`src/rtl/mfvn_pkg.sv`:
```
// Shared types, codes and constants of the mesh normals unit.
package mfvn_pkg;

   localparam int MAX_VERTICES_DEF = 1024;
   localparam int COORD_BITS_DEF   = 16;
   localparam int IDX_IN_W         = 10;
   localparam int COORD_IN_W       = 16;
   localparam int NORM_W           = 16;
   localparam int SUM_W            = 32;
   localparam int MUL_W            = 33;
   localparam int Q_SHIFT          = 14;
   localparam int ROOT_STEPS       = 32;
   localparam int DIV_BITS         = 45;
   localparam int MAG_W            = 31;
   localparam int CNT_W            = 6;

   typedef enum logic [1:0] {
      OP_LOAD = 2'd0,
      OP_TRI  = 2'd1,
      OP_READ = 2'd2
   } opcode_type;

   typedef enum logic [4:0] {
      DP_NOP        = 5'd0,
      DP_LATCH      = 5'd1,
      DP_REDUCE     = 5'd2,
      DP_LOAD       = 5'd3,
      DP_PT_CAP     = 5'd4,
      DP_DIFF       = 5'd5,
      DP_X_MUL      = 5'd6,
      DP_X_ACC      = 5'd7,
      DP_SUM_CAP    = 5'd8,
      DP_ABS        = 5'd9,
      DP_SHIFT      = 5'd10,
      DP_SQ_MUL     = 5'd11,
      DP_SQ_ACC     = 5'd12,
      DP_ROOT_INIT  = 5'd13,
      DP_ROOT_STEP  = 5'd14,
      DP_DIV_INIT   = 5'd15,
      DP_DIV_STEP   = 5'd16,
      DP_DIV_STORE  = 5'd17,
      DP_ZERO       = 5'd18,
      DP_ACC_WR     = 5'd19
   } dp_op_type;

   typedef struct packed {
      dp_op_type  op;
      logic [2:0] step;
      logic       face;
   } dp_cmd_type;

   typedef struct packed {
      logic idx_ok;
      logic too_big;
      logic len_zero;
   } dp_status_type;

endpackage

```
`src/rtl/mfvn_controller.sv`:
```
// Controller: sequences the datapath through load, face and vertex normal work.
module mfvn_controller (
   input  logic                    clock,
   input  logic                    reset,
   input  logic                    start,
   input  logic [1:0]              req_opcode,
   output logic                    busy,
   output logic                    rsp_strobe,
   output mfvn_pkg::dp_cmd_type    cmd,
   input  mfvn_pkg::dp_status_type status
);

   typedef enum logic [21:0] {
      ST_IDLE      = 22'h000001,
      ST_REDUCE    = 22'h000002,
      ST_LOAD      = 22'h000004,
      ST_PT_RD     = 22'h000008,
      ST_PT_CAP    = 22'h000010,
      ST_DIFF      = 22'h000020,
      ST_X_MUL     = 22'h000040,
      ST_X_ACC     = 22'h000080,
      ST_SUM_RD    = 22'h000100,
      ST_SUM_CAP   = 22'h000200,
      ST_ABS       = 22'h000400,
      ST_SHIFT     = 22'h000800,
      ST_SQ_MUL    = 22'h001000,
      ST_SQ_ACC    = 22'h002000,
      ST_ROOT_INIT = 22'h004000,
      ST_ROOT      = 22'h008000,
      ST_DIV_INIT  = 22'h010000,
      ST_DIV       = 22'h020000,
      ST_DIV_STORE = 22'h040000,
      ST_ACC_RD    = 22'h080000,
      ST_ACC_WR    = 22'h100000,
      ST_EMIT      = 22'h200000
   } state_type;

   state_type                     state_ff, state_in;
   logic [2:0]                    step_ff, step_in;
   logic [mfvn_pkg::CNT_W-1:0]    cnt_ff, cnt_in;
   logic [1:0]                    op_ff, op_in;

   always_ff @(posedge clock) begin
      if (reset) begin
         state_ff <= ST_IDLE;
         step_ff  <= '0;
         cnt_ff   <= '0;
         op_ff    <= '0;
      end else begin
         state_ff <= state_in;
         step_ff  <= step_in;
         cnt_ff   <= cnt_in;
         op_ff    <= op_in;
      end
   end

   always_comb begin
      state_in = state_ff;
      step_in  = step_ff;
      cnt_in   = cnt_ff;
      op_in    = op_ff;
      cmd.op   = mfvn_pkg::DP_NOP;
      cmd.step = step_ff;
      cmd.face = (op_ff == mfvn_pkg::OP_TRI);
      unique case (state_ff)
         ST_IDLE: begin
            if (start) begin
               cmd.op   = mfvn_pkg::DP_LATCH;
               op_in    = req_opcode;
               step_in  = '0;
               state_in = ST_REDUCE;
            end
         end
         ST_REDUCE: begin
            cmd.op = mfvn_pkg::DP_REDUCE;
            if (status.idx_ok) begin
               unique case (op_ff)
                  mfvn_pkg::OP_LOAD: state_in = ST_LOAD;
                  mfvn_pkg::OP_TRI:  state_in = ST_PT_RD;
                  mfvn_pkg::OP_READ: state_in = ST_SUM_RD;
                  default:           state_in = ST_IDLE;
               endcase
            end
         end
         ST_LOAD: begin
            cmd.op   = mfvn_pkg::DP_LOAD;
            state_in = ST_IDLE;
         end
         ST_PT_RD: begin
            state_in = ST_PT_CAP;
         end
         ST_PT_CAP: begin
            cmd.op = mfvn_pkg::DP_PT_CAP;
            if (step_ff == 3'd2) begin
               state_in = ST_DIFF;
            end else begin
               step_in  = step_ff + 3'd1;
               state_in = ST_PT_RD;
            end
         end
         ST_DIFF: begin
            cmd.op   = mfvn_pkg::DP_DIFF;
            step_in  = '0;
            state_in = ST_X_MUL;
         end
         ST_X_MUL: begin
            cmd.op   = mfvn_pkg::DP_X_MUL;
            state_in = ST_X_ACC;
         end
         ST_X_ACC: begin
            cmd.op = mfvn_pkg::DP_X_ACC;
            if (step_ff == 3'd5) begin
               state_in = ST_ABS;
            end else begin
               step_in  = step_ff + 3'd1;
               state_in = ST_X_MUL;
            end
         end
         ST_SUM_RD: begin
            state_in = ST_SUM_CAP;
         end
         ST_SUM_CAP: begin
            cmd.op   = mfvn_pkg::DP_SUM_CAP;
            state_in = ST_ABS;
         end
         ST_ABS: begin
            cmd.op   = mfvn_pkg::DP_ABS;
            state_in = ST_SHIFT;
         end
         ST_SHIFT: begin
            if (status.too_big) begin
               cmd.op = mfvn_pkg::DP_SHIFT;
            end else begin
               step_in  = '0;
               state_in = ST_SQ_MUL;
            end
         end
         ST_SQ_MUL: begin
            cmd.op   = mfvn_pkg::DP_SQ_MUL;
            state_in = ST_SQ_ACC;
         end
         ST_SQ_ACC: begin
            cmd.op = mfvn_pkg::DP_SQ_ACC;
            if (step_ff == 3'd2) begin
               state_in = ST_ROOT_INIT;
            end else begin
               step_in  = step_ff + 3'd1;
               state_in = ST_SQ_MUL;
            end
         end
         ST_ROOT_INIT: begin
            cmd.op   = mfvn_pkg::DP_ROOT_INIT;
            cnt_in   = '0;
            state_in = ST_ROOT;
         end
         ST_ROOT: begin
            cmd.op = mfvn_pkg::DP_ROOT_STEP;
            cnt_in = cnt_ff + 1'b1;
            if (cnt_ff == mfvn_pkg::CNT_W'(mfvn_pkg::ROOT_STEPS - 1)) begin
               step_in  = '0;
               state_in = ST_DIV_INIT;
            end
         end
         ST_DIV_INIT: begin
            cnt_in = '0;
            if (status.len_zero) begin
               cmd.op   = mfvn_pkg::DP_ZERO;
               step_in  = '0;
               state_in = cmd.face ? ST_ACC_RD : ST_EMIT;
            end else begin
               cmd.op   = mfvn_pkg::DP_DIV_INIT;
               state_in = ST_DIV;
            end
         end
         ST_DIV: begin
            cmd.op = mfvn_pkg::DP_DIV_STEP;
            cnt_in = cnt_ff + 1'b1;
            if (cnt_ff == mfvn_pkg::CNT_W'(mfvn_pkg::DIV_BITS - 1)) begin
               state_in = ST_DIV_STORE;
            end
         end
         ST_DIV_STORE: begin
            cmd.op = mfvn_pkg::DP_DIV_STORE;
            if (step_ff == 3'd2) begin
               step_in  = '0;
               state_in = cmd.face ? ST_ACC_RD : ST_EMIT;
            end else begin
               step_in  = step_ff + 3'd1;
               state_in = ST_DIV_INIT;
            end
         end
         ST_ACC_RD: begin
            state_in = ST_ACC_WR;
         end
         ST_ACC_WR: begin
            cmd.op = mfvn_pkg::DP_ACC_WR;
            if (step_ff == 3'd2) begin
               state_in = ST_EMIT;
            end else begin
               step_in  = step_ff + 3'd1;
               state_in = ST_ACC_RD;
            end
         end
         ST_EMIT: begin
            state_in = ST_IDLE;
         end
         default: begin
            state_in = ST_IDLE;
         end
      endcase
   end

   assign busy       = (state_ff != ST_IDLE);
   assign rsp_strobe = (state_ff == ST_EMIT);

endmodule

```
`config.mk`:
```
export PLATFORM = sky130hd
export DESIGN_NAME = mfvn_controller
export DESIGN_NICKNAME = d
export VERILOG_FILES = /design/src/rtl/mfvn_pkg.sv /design/src/rtl/mfvn_controller.sv
export SDC_FILE = /design/constraint.sdc
export NUM_CORES = 1
export LEC_CHECK = 0
export BUFFER_PORTS_ARGS = -buffer_cell sky130_fd_sc_hd__buf_2
export CORE_MARGIN = 2
export CORE_UTILIZATION = 40
export DETAILED_ROUTE_END_ITERATION = 8
export GPL_TIMING_DRIVEN = 0
export SETUP_SLACK_MARGIN = 0.5
export SYNTH_ARGS = -nofsm -noshare
export SYNTH_HDL_FRONTEND = slang
export SYNTH_SLANG_ARGS = --single-unit
```
`constraint.sdc`:
```
create_clock -name clock -period 3.85 [get_ports clock]
set_input_delay 0.77 -clock clock [delete_from_list [all_inputs] [get_ports clock]]
set_output_delay 0.77 -clock clock [all_outputs]
set_load 0.1 [all_outputs]
```
**Yosys cells after proc, flatten, opt, wreduce, memory -nomap -nowiden**

Cells that the tools add are included.

- Register bits: 33
- Logic and storage cells: 79

- Add/subtract/negate cells: 2
- Mux-type cells: 27
- Reduce and logical (&&, ||, !) cells: 9
- Eq/ne operators: 37

Operators by type and width:

| cell | number |
|---|---|
| one-hot mux 22 bit (20 select lines) | 1 |
| 2-to-1 mux 22 bit | 9 |
| one-hot mux 5 bit (18 select lines) | 1 |
| one-hot mux 9 bit (3 select lines) | 1 |
| one-hot mux 3 bit (8 select lines) | 1 |
| equality test 22 x 1 -> 1 bit, second input constant | 1 |
| equality test 22 x 10 -> 1 bit, second input constant | 1 |
| equality test 22 x 11 -> 1 bit, second input constant | 1 |
| equality test 22 x 12 -> 1 bit, second input constant | 1 |
| equality test 22 x 13 -> 1 bit, second input constant | 1 |
| equality test 22 x 14 -> 1 bit, second input constant | 1 |
| equality test 22 x 15 -> 1 bit, second input constant | 1 |
| equality test 22 x 16 -> 1 bit, second input constant | 1 |
| equality test 22 x 17 -> 1 bit, second input constant | 1 |
| equality test 22 x 18 -> 1 bit, second input constant | 1 |
| equality test 22 x 19 -> 1 bit, second input constant | 1 |
| equality test 22 x 2 -> 1 bit, second input constant | 1 |
| equality test 22 x 20 -> 1 bit, second input constant | 1 |
| equality test 22 x 21 -> 1 bit, second input constant | 1 |
| equality test 22 bit, second input constant | 1 |
| equality test 22 x 3 -> 1 bit, second input constant | 1 |
| equality test 22 x 4 -> 1 bit, second input constant | 1 |
| equality test 22 x 5 -> 1 bit, second input constant | 1 |
| equality test 22 x 6 -> 1 bit, second input constant | 1 |
| 29 further kinds | 43 |

**Depth between registers and ports, before layout**

Gate-level depths: netlist (run 1).

- Depth after elaboration: 4
- Depth in mapped cells: 9
- Depth with buffers taken out: 8

**Worst setup path before layout (run 1)**

Ideal clock, no wire load.

- Path type: flip-flop to output port
- Start point: reg state_ff[5]
- End point: out cmd[7] (netlist bit)
- Arrival: 2.552 ns
- Slack: 0.528 ns
- Cell stages (with the launch flop): 8
- Cell sequence: dfxtp_1 > buf_6 > nor4_4 > nand4_4 > nor3_2 > a21oi_1 > and3_1 > nand3_1

RTL lines:

| item | line | RTL |
|---|---|---|
| from (decl) | mfvn_controller.sv:38 | `state_type state_ff, state_in;` |
| from (signal assigned) | mfvn_controller.sv:50 | `state_ff <= state_in;` |
| to (decl) | mfvn_controller.sv:9 | `output mfvn_pkg::dp_cmd_type cmd,` |

==> impl_metrics.csv, run 1 <==
group,metric,value,unit
route,drt_iter0_drc,226,
global_routing,grt_pass1_vias,2309,
place,hpwl,5.45,mm
die,num_rows,28,
cts,cts_tree,"done",
cts,numCtsBuffers,5,
global_routing,grt_remaining_overflow,0,
sta,worst_pin_slew,951,ps
route,wirelength,7.27,mm
route,dr.pass1.iters,5,
sta,slew_headroom,36.0,%
die,num_io_pins,19,
synthesis,async_flop_share,0,%
cells_and_area,post_route_cells_drive_above_1_share,19.5,%
cts,clkTransAtPathRegs,70,ps
cts,clock_latency,290,ps
sta,final-hold-violation-count,0,
sta,rsz0062_at_grt,"yes",
synthesis,synth_fa_ha_area_share,2.63,%
power,ir_worst_vdd,0.170,mV
cts,root_buffer,"clkbuf_8",
place,placed_area,2560,um^2
sta,tns,0,ps
cells_and_area,final_cell_mix,"nor2_1 (40), dfxtp_1 (33), nand2_1 (25)",
worst_setup_path,critPathKind,"reg2out",
worst_setup_path,cp.arrival,2530,ps
power,p_leak,1.08,nW
worst_setup_path,end_kind,"output port",
synthesis,synth-edff-count,0,
sta,skew,5.67,ps
global_routing,grt_pass1_wl,11.6,mm
min_path,holdCritPathClass,"reg2reg",
synthesis,syn_inst,305,
synthesis,syn_nets,318,
synthesis,synth-seq-cells,33,
sta,fin_crit_sh,85.7,%
cells_and_area,fin_nets,351,
synthesis,syn-cell-area,2380,um^2
cts,cts_max_path_buffers,2,
synthesis,synth_top_family_by_area,"simple AND/OR/NAND/NOR gates",
die,die_x,81.2,um
cells_and_area,design_area,2790,um^2
global_routing,antenna_found_initial,0,
global_routing,grt_max_degree,11,
synthesis,synthSimpleGateAreaFrac,48.3,%
power,cellPowerDensity,292,nW/um^2
cts,htreeDepth,2,
route,drc_errors,0,
route,viasPerCell,6.20,
cells_and_area,syn_to_final_growth,17.1,%
cells_and_area,final_common_cell,"nor2_1",
die,dieArea,6590,um^2
sta,min_period,3300,ps
cts,numClockSinks,33,
place,place_congestion,0.902,
sta,maxSlewViolCount,0,
route,wl_per_cell,17.6,um
synthesis,synth.area.mux_share,0.420,%
worst_setup_path,crit_path_start_kind,"register",
synthesis,avgSynthCellArea,7.81,um^2
synthesis,synth_compound_area_share,16.6,%
sta,setup_viol,0,
route,vias,2559,
die,coreArea,5850,um^2
global_routing,grt_usage,23.2,%
die,start_util,40.7,%
status,status,"finished clean",
cts,postCtsHoldBufs,0,
cells_and_area,diodes,0,
synthesis,synth_xor_area_share,0.736,%
flow_run,drv_cap,0,
worst_setup_path,path_max_fanout,10,
synthesis,synth_ff_type,"dfxtp_1",
synthesis,ys_seq_area_share,27.7,%
die,fp.dieH,81.2,um
sta,fmax,303,MHz
synthesis,ys_warn_count,0,
route,drtAntennaViolNets,0,
synthesis,synth.distinct_cells,66,
worst_setup_path,required,3080,ps
place,portBuffers,18,
-- synth_stat cells (2+ instances only) --
cell type | instances | area [um^2]
nor4_1 | 11 | 68.8
nand2_2 | 2 | 12.5
nor2_1 | 43 | 161
and4b_1 | 3 | 30.0
a22oi_1 | 2 | 15.0
nand4_1 | 13 | 81.3
buf_2 | 3 | 15.0
nor3_2 | 3 | 30.0
nor3b_1 | 2 | 15.0
a32oi_1 | 2 | 17.5
nor4_4 | 4 | 85.1
nand3_1 | 12 | 60.1
or4_1 | 3 | 22.5
a211o_1 | 2 | 17.5
o31ai_1 | 2 | 15.0
o21ai_0 | 7 | 35.0
o21ai_1 | 2 | 10.0
nor4b_1 | 3 | 26.3
nand4b_1 | 4 | 35.0
nand2_1 | 26 | 97.6
or2_2 | 2 | 12.5
ha_1 | 5 | 62.6
clkbuf_1 | 4 | 15.0
or3_1 | 7 | 43.8
inv_1 | 10 | 37.5
nand2b_1 | 6 | 37.5
o22ai_1 | 3 | 18.8
and2_1 | 2 | 12.5
nor2b_1 | 5 | 31.3
nor3_1 | 18 | 90.1
o21a_1 | 2 | 15.0
or4b_2 | 2 | 20.0
nand3b_1 | 3 | 22.5
and3_1 | 5 | 31.3
dfxtp_1 | 33 | 661
a21oi_1 | 19 | 95.1
-- metrics by stage --
stage	util [%]	hold slack (ps)	setup slack [ps]	std cells	power, mW
after floorplan	-	457	528	305	0.497
final	47.7	481	550	413	0.815
after global placement	43.8	476	257	398	0.538
after CTS	46.9	489	459	411	0.810
after detailed placement	43.8	480	236	398	0.539
after global routing	47.7	507	468	413	0.846
-- per-layer routing --
| layer | up-vias | wire length (um) | GRT usage (%) |
|---|---|---|---|
| li1 | 1223 | - | - |
| met1 | 1188 | 3260 | 31.3 |
| met2 | 116 | 3170 | 35.3 |
| met3 | 32 | 557 | 5.78 |
| met4 | 0 | 276 | 9.83 |
| met5 | - | 0 | 0 |
-- flip-flops by register name, summed over array words and instances, names as in the netlist --
signal and cells:
step_ff 3, cnt_ff 6, op_ff 2, state_ff 22
-- worst paths after layout --
kind	start	end	slack (ps)	cells past startpoint
max	state_ff[7]$_SDFFE_PP0P_	cmd[7]	550	8
min	cnt_ff[1]$_SDFFE_PP0P_	cnt_ff[1]$_SDFFE_PP0P_	480	2
max reg2reg	state_ff[0]$_SDFFE_PP1P_	step_ff[0]$_SDFFE_PP0P_	1100	8
min reg2reg	cnt_ff[1]$_SDFFE_PP0P_	cnt_ff[1]$_SDFFE_PP0P_	480	2
-- layout make-up --
class                   count  area (um^2)
multi-input cells         253         1680
fillers                   595         3060
well taps                  75         93.8
clock buffers               7         86.3
inverters                  10         37.5
plain buffers               9         48.8
repair buffers             26          180
flip-flops and latches     33          661
-- kinds of logic (layout without fill, tap and decap cells) --
| logic type | after synthesis | in the layout |
|---|---|---|
| AND/OR/NAND/NOR | 189 | 189 |
| multiplexers | 1 | 1 |
| flip-flops | 33 | 33 |
| adder cells (fa/ha/maj) | 5 | 5 |
| buffers and inverters | 19 | 52 |
| AO/OA/AOI/OAI | 56 | 56 |
| XOR/XNOR | 2 | 2 |
-- what timing repair did --
action                                  4_1_cts  5_1_grt
hold endpoints to repair                      0        0
resized for setup                            11        9
setup buffers                                 6        2
pin swaps                                     3        2
endpoints found under the setup margin        6        6
-- report_power, final --
| part | total [mW] | switching, mW | internal [mW] | leakage, nW |
|---|---|---|---|---|
| Combinational | 0.189 | 0.136 | 0.0536 | 0.767 |
| Sequential | 0.355 | 0.00757 | 0.347 | 0.267 |
| Clock | 0.271 | 0.129 | 0.142 | 0.0443 |
-- critical path, cell delays in order (launching register included) --
cell	delay [ps]
dfxtp_1	300
clkbuf_1	220
nor4_4	310
buf_6	210
nand4_1	200
or2_2	390
and3_1	220
nand3_1	100
buf_4	290
Note: power is estimated with default switching activity, not from simulation.
==> inputs of run 2 (changes only) <==
--- a/config.mk
+++ b/config.mk
@@ -5,6 +5,7 @@
 export SDC_FILE = /design/constraint.sdc
 export NUM_CORES = 1
 export LEC_CHECK = 0
+export ABC_AREA = 1
 export BUFFER_PORTS_ARGS = -buffer_cell sky130_fd_sc_hd__buf_2
 export CORE_MARGIN = 2
 export CORE_UTILIZATION = 40
==> run 2 against run 1 <==
Clock-buffer cell count grew 1. Synthesized cell count increased by 18%. First-iteration DRC count is 21% lower. Critical endpoint is now cmd[4]. Largest cell class unchanged. Largest power group is now combinational cells. Highest routed layer unchanged.
==> impl_metrics.csv, run 2 <==
group,metric,value,unit
place,place_congestion,0.917,
synthesis,ys_seq_area_share,28.5,%
route,viasPerCell,5.07,
die,start_util,41.9,%
cells_and_area,post_route_cells_drive_above_1_share,19.0,%
cells_and_area,fin_util,46.6,%
cells_and_area,syn_to_final_growth,11.3,%
worst_setup_path,critPathKind,"reg2out",
global_routing,antenna_found_initial,0,
sta,min_period,3100,ps
die,num_rows,27,
min_path,holdCritPathClass,"reg2reg",
global_routing,grt_usage,20.6,%
cts,cts_tree,"done",
synthesis,synth-edff-count,0,
synthesis,synth_top_area_share,28.5,%
cells_and_area,final_common_cell,"nor2_1",
worst_setup_path,end_kind,"output port",
worst_setup_path,crit_path_start_kind,"register",
cts,numClockSinks,33,
global_routing,grt_max_degree,11,
power,cellPowerDensity,496,nW/um^2
power,clockPowerShare,19.4,%
power,p_seq_share,31.1,%
synthesis,synth_top_family_by_area,"simple AND/OR/NAND/NOR gates",
place,hpwl,5.00,mm
global_routing,grt_pass1_wl,10.3,mm
power,comb_power_share,49.4,%
synthesis,synthSimpleGateAreaFrac,51.2,%
power,switching_share,50.3,%
cts,postCtsSetupBuffers,0,
power,power,1.28,mW
place,portBuffers,17,
synthesis,synth.most_common_cell,"nor2_1",
cts,root_buffer,"clkbuf_8",
power,ir_worst_vdd,0.365,mV
synthesis,netlist.top_cell.by_area,"dfxtp_1",
die,num_io_pins,19,
synthesis,synth_fa_ha_area_share,2.70,%
synthesis,syn_nets,373,
sta,rsz0062_at_grt,"no",
synthesis,ys_warn_count,0,
route,drc_errors,0,
route,wl_per_cell,13.4,um
cts,clock_latency,280,ps
place,dp_cells,449,
worst_setup_path,crit_chain,"nor2_2, nand2_2, nor2_2, buf_6, nand2_1, nor2_2, inv_1, nand2_1, nor3b_1, nand4_1, buf_2",
route,dr.pass1.iters,5,
route,vias,2319,
cts,htreeDepth,2,
cells_and_area,regMostFlops,"state_ff",
synthesis,synthTopCellsByArea,"dfxtp_1 (28%), nor2_1 (11%), nand2_1 (11%), nand3_1 (7.5%), inv_1 (6.8%)",
sta,fmax,323,MHz
flow_run,drv_cap,0,
cts,clkTransAtPathRegs,70,ps
die,die_x,80.2,um
die,dieArea,6430,um^2
die,coreArea,5540,um^2
global_routing,grt_pass1_vias,2155,
cts,cts_max_path_buffers,2,
cells_and_area,fin_cells,457,
cts,numCtsBuffers,5,
sta,setup_viol,0,
cts,postCtsHoldBufs,0,
power,p_leak,1.23,nW
sta,final-hold-violation-count,0,
worst_setup_path,path_max_fanout,10,
synthesis,async_flop_share,0,%
route,drt_iter0_drc,179,
sta,finalHoldWorstSlack,488,ps
synthesis,synth_xor_area_share,0.755,%
synthesis,syn-cell-area,2320,um^2
worst_setup_path,cpPeakStageDelay,440,ps
sta,slew_headroom,56.0,%
cells_and_area,diodes,0,
cells_and_area,largest_register_ffs,22,
place,place_ws,1060,ps
synthesis,synth.area.mux_share,0,%
cells_and_area,design_area,2580,um^2
sta,tns,0,ps
die,fp.dieH,80.2,um
sta,maxSlewViolCount,0,
sta,worst_pin_slew,659,ps
route,drtAntennaViolNets,0,
worst_setup_path,cpMostUsedCell,"nor2_2",
status,status,"finished clean",
synthesis,synth.distinct_cells,31,
cells_and_area,fin_nets,397,
sta,fin_crit_sh,80.5,%
global_routing,grt_remaining_overflow,0,
synthesis,synth-seq-cells,33,
route,wirelength,6.14,mm
sta,layout_setup_ws,751,ps
sta,skew,2.59,ps
synthesis,syn_inst,360,
cells_and_area,top_regs,"state_ff: 22 flops, cnt_ff: 6 flops, step_ff: 3 flops",
worst_setup_path,reg2reg_slack,1770,ps
power,internal-power,0.637,mW
place,placed_area,2500,um^2
worst_setup_path,slowest_stage,"buf_2",
cells_and_area,final_cell_mix,"nor2_1 (69), nand2_1 (68), inv_1 (42)",
power,power.switching,0.644,mW
cts,ctsResizeCount,0,
worst_setup_path,cp.arrival,2330,ps
synthesis,avgSynthCellArea,6.45,um^2
worst_setup_path,required,3080,ps
synthesis,synth_ff_type,"dfxtp_1",
synthesis,synth.top_cells.by_count,"nor2_1 (69), nand2_1 (68), inv_1 (42)",
synthesis,synth_compound_area_share,7.39,%
-- run 2: cell count changes after synthesis, sizes merged, moves of 6 or more --
cell    delta
nand4      -9
nand3     +31
nand2b     -6
or3        -7
nor2      +41
nor3       -8
nor4      -13
nand2     +49
inv       +40
-- run 2: worst paths after layout --
kind                                  from  cells after the start                        to
hold / removal      cnt_ff[5]$_SDFFE_PP0P_                      2    cnt_ff[5]$_SDFFE_PP0P_
setup / recovery  state_ff[4]$_SDFFE_PP0P_                     11                    cmd[4]
setup reg to reg    cnt_ff[1]$_SDFFE_PP0P_                     11  state_ff[8]$_SDFFE_PP0P_
hold reg to reg     cnt_ff[5]$_SDFFE_PP0P_                      2    cnt_ff[5]$_SDFFE_PP0P_
-- run 2: power groups by stage --
| stage | registers (mW) | logic, mW | clock network [mW] |
|---|---|---|---|
| after floorplan | 0.480 | 0.436 | 0 |
| after global placement | 0.406 | 0.627 | 0 |
| after detailed placement | 0.406 | 0.631 | 0 |
| after CTS | 0.398 | 0.633 | 0.256 |
| after global routing | 0.406 | 0.691 | 0.277 |
| final | 0.399 | 0.633 | 0.249 |
-- run 2: critical path, delay by kind of cell, from the launching register on --
| kind | cells | cell delay, ps |
|---|---|---|
| buf+inv | 3 | 730 |
| simple gates | 8 | 970 |
| flops | 1 | 340 |
-- run 2: per-layer routing --
metal | up-vias | share of wire, % | GRT usage (%)
li1 | 1202 | - | -
met1 | 1053 | 47 | 26.7
met2 | 57 | 48 | 35.7
met3 | 7 | 4.2 | 3.26
met4 | 0 | 1.3 | 4.75
met5 | - | 0 | 0
-- run 2: area by class of cell --
type                            instances  area, um^2
Fill cell                             580        2960
Multi-Input combinational cell        272        1450
Sequential cell                        33         661
Inverter                               50         188
Tap cell                               72        90.1
Timing Repair Buffer                   17        85.1
Clock buffer                            8        80.1
Buffer                                  5        33.8
-- run 2: cells by family after synthesis --
kind of cell | Yosys count
and+or+nand+nor | 233
buffers and inverters | 55
DFF | 33
AOI/OAI and AO/OA | 32
adders and majority gates | 5
xor gates and xnor gates | 2
